$ cat src/sv/sesq_pkg.sv
// shared types and constants of the servo enable sequencer
package sesq_pkg;

  localparam int DRIVES = 8;
  localparam int DELAY_W = 16;
  localparam int TIME_W = 32;
  localparam int WORD_W = 4;
  localparam int CLASS_W = 2;

  typedef enum logic [WORD_W-1:0] {
    WORD_IDLE    = 4'd0,
    WORD_READY   = 4'd6,
    WORD_ON      = 4'd7,
    WORD_OPERATE = 4'd15
  } word_t;

  typedef enum logic [CLASS_W-1:0] {
    CLS_IMMEDIATE    = 2'd0,
    CLS_TWO_STEP     = 2'd1,
    CLS_THREE_STEP   = 2'd2,
    CLS_TWO_STEP_ALT = 2'd3
  } cls_t;

  // register indexes on the configuration port
  localparam logic [1:0] REG_CLASS_MAP    = 2'd0;
  localparam logic [1:0] REG_FIRST_DELAY  = 2'd1;
  localparam logic [1:0] REG_SECOND_DELAY = 2'd2;

  localparam logic [DRIVES*CLASS_W-1:0] CLASS_MAP_RESET = 16'h5555;
  localparam logic [DELAY_W-1:0] FIRST_DELAY_RESET = 16'd1000;
  localparam logic [DELAY_W-1:0] SECOND_DELAY_RESET = 16'd2000;

  typedef struct packed {
    cls_t               cls;
    logic [DELAY_W-1:0] first_delay;
    logic [DELAY_W-1:0] second_delay;
  } lane_cfg_t;

endpackage

$ cat src/sv/sesq_lane.sv
// one drive lane: control word sequence, enable history and start time
module sesq_lane (
  input  logic                               clk,
  input  logic                               rst,
  input  logic                               step,
  input  logic [sesq_pkg::TIME_W-1:0]        now_ms,
  input  logic                               en,
  input  sesq_pkg::lane_cfg_t                cfg,
  output sesq_pkg::word_t                    word_next
);

  sesq_pkg::word_t               word;
  logic                          prev_en;
  logic [sesq_pkg::TIME_W-1:0]   start_time;
  logic [sesq_pkg::TIME_W-1:0]   start_time_next;
  sesq_pkg::word_t               base;
  logic [sesq_pkg::TIME_W-1:0]   elapsed;
  logic                          past_first;
  logic                          past_second;

  assign elapsed     = now_ms - start_time;
  assign past_first  = elapsed > {{(sesq_pkg::TIME_W-sesq_pkg::DELAY_W){1'b0}}, cfg.first_delay};
  assign past_second = elapsed > {{(sesq_pkg::TIME_W-sesq_pkg::DELAY_W){1'b0}}, cfg.second_delay};

  always_comb begin
    // an enable change drops the word back to idle first
    base = (en != prev_en) ? sesq_pkg::WORD_IDLE : word;
    word_next = base;
    start_time_next = start_time;
    if (en && base != sesq_pkg::WORD_OPERATE) begin
      case (cfg.cls) inside
        sesq_pkg::CLS_IMMEDIATE: begin
          if (base == sesq_pkg::WORD_IDLE) word_next = sesq_pkg::WORD_OPERATE;
        end
        sesq_pkg::CLS_THREE_STEP: begin
          if (base == sesq_pkg::WORD_IDLE) begin
            word_next = sesq_pkg::WORD_READY;
            start_time_next = now_ms;
          end else if (base == sesq_pkg::WORD_READY && past_first) begin
            word_next = sesq_pkg::WORD_ON;
          end else if (base == sesq_pkg::WORD_ON && past_second) begin
            word_next = sesq_pkg::WORD_OPERATE;
          end
        end
        sesq_pkg::CLS_TWO_STEP, sesq_pkg::CLS_TWO_STEP_ALT: begin
          if (base == sesq_pkg::WORD_IDLE) begin
            word_next = sesq_pkg::WORD_READY;
            start_time_next = now_ms;
          end else if (base == sesq_pkg::WORD_READY && past_first) begin
            word_next = sesq_pkg::WORD_OPERATE;
          end
        end
        default: word_next = base;
      endcase
    end
  end

  always_ff @(posedge clk) begin
    if (rst) begin
      word    <= sesq_pkg::WORD_IDLE;
      prev_en <= 1'b0;
    end else if (step) begin
      word    <= word_next;
      prev_en <= en;
    end
  end

  // start time is only read in ready or on, which always records it first
  always_ff @(posedge clk) begin
    if (step) begin
      start_time <= start_time_next;
    end
  end

endmodule

$ cat src/sv/sesq_merge.sv
// merge stage: packs the lane words into the registered result item
module sesq_merge (
  input  logic                                          clk,
  input  logic                                          rst,
  input  logic                                          load,
  input  sesq_pkg::word_t [sesq_pkg::DRIVES-1:0]        words,
  input  logic                                          out_stall,
  output logic                                          out_valid,
  output logic [sesq_pkg::DRIVES*sesq_pkg::WORD_W-1:0]  control_words,
  output logic [sesq_pkg::DRIVES-1:0]                   operational_mask
);

  logic [sesq_pkg::DRIVES*sesq_pkg::WORD_W-1:0] packed_words;
  logic [sesq_pkg::DRIVES-1:0]                  oper;

  always_comb begin
    for (int i = 0; i < sesq_pkg::DRIVES; i++) begin
      packed_words[i*sesq_pkg::WORD_W +: sesq_pkg::WORD_W] = words[i];
      oper[i] = (words[i] == sesq_pkg::WORD_OPERATE);
    end
  end

  always_ff @(posedge clk) begin
    if (rst) begin
      out_valid <= 1'b0;
    end else if (load) begin
      out_valid <= 1'b1;
    end else if (!out_stall) begin
      out_valid <= 1'b0;
    end
  end

  always_ff @(posedge clk) begin
    if (load) begin
      control_words    <= packed_words;
      operational_mask <= oper;
    end
  end

endmodule

$ cat src/sv/servo_enable_sequencer_core.sv
// top level of the servo enable sequencer: config registers, drive lanes, merge
// Takes one item per clock unless stalled: each item (a millisecond timestamp and
// one enable bit per drive) updates all eight drive lanes in the same cycle, one
// lane per drive, and the merged control words enter the output register, where
// they show in the cycle after. Input is stalled only while that register holds
// a result that is itself stalled, so with a free output the block sustains one
// item every cycle. Each lane: one 32-bit elapsed-time subtract and two compares.
// Configuration: class map at 0x0, first delay at 0x4, second delay at 0x8.
module servo_enable_sequencer_core (
  input  logic        clk,
  input  logic        rst,
  input  logic        in_valid,
  output logic        in_stall,
  input  logic [31:0] now_ms,
  input  logic [7:0]  enable_mask,
  output logic        out_valid,
  input  logic        out_stall,
  output logic [31:0] control_words,
  output logic [7:0]  operational_mask,
  input  logic        psel,
  input  logic        penable,
  input  logic        pwrite,
  input  logic [3:0]  paddr,
  input  logic [31:0] pwdata,
  output logic [31:0] prdata,
  output logic        pready
);

  logic [sesq_pkg::DRIVES*sesq_pkg::CLASS_W-1:0] class_map;
  logic [sesq_pkg::DELAY_W-1:0]                  first_delay;
  logic [sesq_pkg::DELAY_W-1:0]                  second_delay;
  logic                                          cfg_write;
  logic                                          accept;
  sesq_pkg::word_t [sesq_pkg::DRIVES-1:0]        lane_words;

  assign pready    = 1'b1;
  assign cfg_write = psel && penable && pwrite && pready;
  assign in_stall  = out_valid && out_stall;
  assign accept    = in_valid && !in_stall;

  always_ff @(posedge clk) begin
    if (rst) begin
      class_map    <= sesq_pkg::CLASS_MAP_RESET;
      first_delay  <= sesq_pkg::FIRST_DELAY_RESET;
      second_delay <= sesq_pkg::SECOND_DELAY_RESET;
    end else if (cfg_write) begin
      unique case (paddr[3:2])
        sesq_pkg::REG_CLASS_MAP:    class_map    <= pwdata[15:0];
        sesq_pkg::REG_FIRST_DELAY:  first_delay  <= pwdata[15:0];
        sesq_pkg::REG_SECOND_DELAY: second_delay <= pwdata[15:0];
        default: ;
      endcase
    end
  end

  always_comb begin
    unique case (paddr[3:2])
      sesq_pkg::REG_CLASS_MAP:    prdata = {16'd0, class_map};
      sesq_pkg::REG_FIRST_DELAY:  prdata = {16'd0, first_delay};
      sesq_pkg::REG_SECOND_DELAY: prdata = {16'd0, second_delay};
      default:                    prdata = 32'd0;
    endcase
  end

  for (genvar g = 0; g < sesq_pkg::DRIVES; g++) begin : g_lane
    sesq_pkg::lane_cfg_t lane_cfg;

    assign lane_cfg.cls = sesq_pkg::cls_t'(class_map[g*sesq_pkg::CLASS_W +: sesq_pkg::CLASS_W]);
    assign lane_cfg.first_delay  = first_delay;
    assign lane_cfg.second_delay = second_delay;

    sesq_lane u_lane (
      .clk       (clk),
      .rst       (rst),
      .step      (accept),
      .now_ms    (now_ms),
      .en        (enable_mask[g]),
      .cfg       (lane_cfg),
      .word_next (lane_words[g])
    );
  end

  sesq_merge u_merge (
    .clk              (clk),
    .rst              (rst),
    .load             (accept),
    .words            (lane_words),
    .out_stall        (out_stall),
    .out_valid        (out_valid),
    .control_words    (control_words),
    .operational_mask (operational_mask)
  );

  // every accepted item leaves a result in the output register
  a_accept_result: assert property (@(posedge clk) disable iff (rst)
    accept |=> out_valid)
    else $error("accepted item produced no result");

  // a result only appears after an item was accepted
  a_no_phantom: assert property (@(posedge clk) disable iff (rst)
    $rose(out_valid) |-> $past(accept))
    else $error("result without an accepted item");

  // operational bit of drive 0 tracks its control word
  a_oper_lane0: assert property (@(posedge clk) disable iff (rst)
    out_valid |-> (operational_mask[0] == (control_words[3:0] == 4'hF)))
    else $error("operational mask disagrees with control word");

  // a stalled result is held until taken
  a_hold: assert property (@(posedge clk) disable iff (rst)
    (out_valid && out_stall) |=> (out_valid && $stable(control_words)))
    else $error("stalled result changed");

endmodule
$ cat config.mk
export PLATFORM = sky130hd
export DESIGN_NAME = servo_enable_sequencer_core
export DESIGN_NICKNAME = d
export VERILOG_FILES = /design/src/sv/sesq_pkg.sv /design/src/sv/sesq_lane.sv /design/src/sv/sesq_merge.sv /design/src/sv/servo_enable_sequencer_core.sv
export SDC_FILE = /design/constraint.sdc
export NUM_CORES = 1
export LEC_CHECK = 0
export BUFFER_PORTS_ARGS = -buffer_cell sky130_fd_sc_hd__buf_2
export CAP_MARGIN = 20
export CORE_ASPECT_RATIO = 0.6
export CORE_MARGIN = 5
export CORE_UTILIZATION = 40
export DETAILED_ROUTE_END_ITERATION = 10
export GPL_TIMING_DRIVEN = 1
export PLACE_DENSITY = 0.56
export SLEW_MARGIN = 0
export SYNTH_ARGS = -nofsm -noshare
export SYNTH_HDL_FRONTEND = slang
export SYNTH_SLANG_ARGS = --single-unit
$ cat constraint.sdc
create_clock -name clk -period 6.4 [get_ports clk]
set_input_delay 1.28 -clock clk [delete_from_list [all_inputs] [get_ports clk]]
set_output_delay 1.28 -clock clk [all_outputs]
set_load 0.05 [all_outputs]
==> results.yml <==
status:
  status: "complete, no violations"
clocking:
  cts_tree: "yes"
  clk_latency_ns: 0.60
  clock_path_buffers: 3
  clkSlewWorstSetupHoldPaths_ns: 0.07
  cts_buffers: 42
  cts_htree_levels: 2
  cts_sinks: 385
  ctsResizeCount: 0
  root_buffer: "clkbuf_16"
  holdBufCountCts: 0
  postCtsSetupBuffers: 0
critical_path:
  cp-end-kind: "flop"
  r2r_start: "g_lane[4].u_lane.start_time[1]"
  cp-start-kind: "input port"
  crit_path_max_fanout: 7
  worstSetupStartpoint: "now_ms[2]"
  crit_type: "in2reg"
  cp_data_arrival_time_ns: 6.07
  worstPathRequired_ns: 6.75
final_layout:
  final_common_cell: "ha_1"
  fin_area_mm2: 0.0393
  layout_common_cells: "ha_1 (504), nand2_1 (436), a21oi_1 (415)"
  nNetsFinal: 4910
  area_growth_pct: 10.4
  drive_gt1_share_pct: 8.07
synth:
  synth.avg_cell_area_um2: 8.54
  syn_inst: 4168
  synth_edf_count: 296
  ys_async_sr_fraction_pct: 0
  seq_area_frac_synth_pct: 30.0
  yosys.cell_types.count: 99
  yosysWarnings: 0
  syn_area_mm2: 0.0356
  synth_flop_cell: "edfxtp_1"
  ys_seq_elements: 385
pwr:
  power.net_switching_mw: 2.99
  p_leak_nw: 17.0
  p_seq_share_pct: 34.8
  p_sw_share_pct: 35.9
  ir_drop_mv: 0.148
  power.internal_mw: 5.32
  power.density_mw_per_mm2: 212
  clockPowerShare_pct: 30.6
  combPwrFrac_pct: 34.7
placement:
  port-buffer-count: 122
  gp_congestion: 0.940
  post_dp_cell_area_mm2: 0.0379
  dpl.hpwl_um: 93500
global_routing:
  grt_max_degree: 59
  antenna_found_initial: 3
  grt_pass1_vias: 29757
  grt_pass1_wl_um: 177000
  grt_usage_pct: 23.6
  grt-ovfl-total: 0
timing:
  tightestPinTransition_ns: 1.01
  rsz0062_at_grt: "false"
  setup_viol_count_final: 0
  relSlewSlack_pct: 32.4
  fin_setup_tns_ns: 0
  finClkSkew_ns: 0.0198
  holdWs_ns: 0.472
  fin_crit_sh_pct: 89.4
  fin_crit_ns: 5.72
  fmax_ghz: 0.175
  drv_slew: 0
  final_hold_viol_count: 0
flow_run:
  cap_violations: 0
floorplanning:
  core_mm2: 0.0879
  core.rowCount: 84
  die-height_um: 241
  top_level_ports: 158
  initial_core_util_pct: 40.5
  dieArea_mm2: 0.0952
  die_x_um: 395
routing:
  viasPerCell: 5.86
  drt_iter0_markers: 2461
  drc: 0
  first_pass_iters: 5
  wl_um: 116000
  post_drt_wl_per_cell_um: 21.1
  ant_nets: 0
  vias: 32311
worst_hold_path:
  hp-start: "second_delay[14]"
  min_path_type: "reg2reg"
## kinds of logic after synthesis
logic type / Yosys count / synth area share, %
AOI/OAI and AO/OA: 1322 / 24.0
xor gates and xnor gates: 171 / 4.21
adders and majority gates: 512 / 18.2
buffers and inverters: 499 / 5.66
DFF: 385 / 30.0
muxes: 33 / 0.953
other: 2 / 0.0211
and+or+nand+nor: 1244 / 17.0
## metal layers
metal  global-route usage [%]  vias to the layer above  wire length [um]
met4                     6.41                        0              3210
met1                     36.4                    15413             58300
met5                        0                        -                 0
met3                     4.77                      132              9850
met2                     33.2                     1011             45100
li1                         -                    15755                 -
## final timing paths
path                                 end  slack, ns  cells past startpoint
max          u_merge.operational_mask[4]       0.68                     22
min reg2reg             second_delay[14]       0.47                      2
min                     second_delay[14]       0.47                      2
max reg2reg  u_merge.operational_mask[4]       1.27                     21
## sequential cells by signal (all words and copies together) (netlist names)
| register | flops |
|---|---|
| g_lane.u_lane.start_time | 256 |
| g_lane.u_lane.word | 32 |
| u_merge.control_words | 32 |
| class_map | 16 |
| first_delay | 16 |
| second_delay | 16 |
| g_lane.u_lane.prev_en | 8 |
| u_merge.operational_mask | 8 |
| u_merge.out_valid | 1 |
## critical path, cell delays in order
cell and delay, ns:
buf_2 0.18, buf_4 0.19, ha_1 0.35, o21a_1 0.20
o31a_1 0.16, or3_1 0.38, nand3_1 0.14, nand2b_1 0.07
a21oi_1 0.17, xnor2_1 0.20, ha_1 0.31, a21o_1 0.18
a21o_1 0.17, a21oi_1 0.16, o21ai_0 0.10, a21o_1 0.17
a2111oi_0 0.47, nand4_1 0.33, a41oi_1 0.31, a2bb2oi_1 0.27
inv_1 0.11, and4_1 0.19
## per-stage QoR
stage / cells / utilization (%) / worst slack [ns] / power, mW
floorplan: 4183 / - / 0.834 / 4.98
global placement: 5432 / 43.1 / 0.227 / 5.74
detailed placement: 5432 / 43.1 / 0.186 / 5.77
CTS: 5510 / 44.7 / 0.790 / 8.35
global route: 5511 / 44.7 / 0.452 / 8.80
finish: 5511 / 44.7 / 0.678 / 8.31
## Yosys cell counts, types with 21 or more instances
cell type | count | share of area (%)
a21oi_1 | 415 | 5.8
o211ai_1 | 56 | 1.2
nand4_1 | 110 | 1.9
o21bai_1 | 24 | 0.51
xor2_1 | 62 | 1.5
edfxtp_1 | 296 | 25
nor2b_1 | 41 | 0.72
nor2_1 | 246 | 2.6
mux2i_1 | 29 | 0.82
xnor2_1 | 109 | 2.7
ha_1 | 504 | 18
a31oi_1 | 44 | 0.77
a211oi_1 | 52 | 1.1
nand2b_1 | 43 | 0.76
nand3_1 | 91 | 1.3
nor3_1 | 75 | 1.1
a21o_1 | 146 | 3.1
o21a_1 | 84 | 1.8
inv_1 | 365 | 3.9
or3_1 | 34 | 0.60
dfxtp_1 | 89 | 5.0
and2_1 | 24 | 0.42
a21boi_0 | 26 | 0.55
nand2_1 | 436 | 4.6
o21ai_0 | 249 | 3.5
buf_4 | 21 | 0.44
and3_1 | 33 | 0.58
nor4_1 | 28 | 0.49
clkbuf_1 | 99 | 1.0
## cell type report
class | count | area [um^2]
clock buffer | 59 | 1220
sequential | 385 | 10700
timing repair buffer | 222 | 1390
fill | 8764 | 48600
antenna | 1 | 2.50
tap | 1161 | 1450
inverter | 365 | 1370
clock inverter | 19 | 169
multi-input combinational | 3299 | 23000
## power by group through the flow
stage	sequential, mW	clock, mW	combinational [mW]
after floorplan	3.00	0	1.98
after global placement	2.94	0	2.80
after detailed placement	2.94	0	2.83
after CTS	2.89	2.62	2.84
after global routing	2.90	2.71	3.19
final	2.89	2.54	2.88
(Power assumes the default switching activity.)
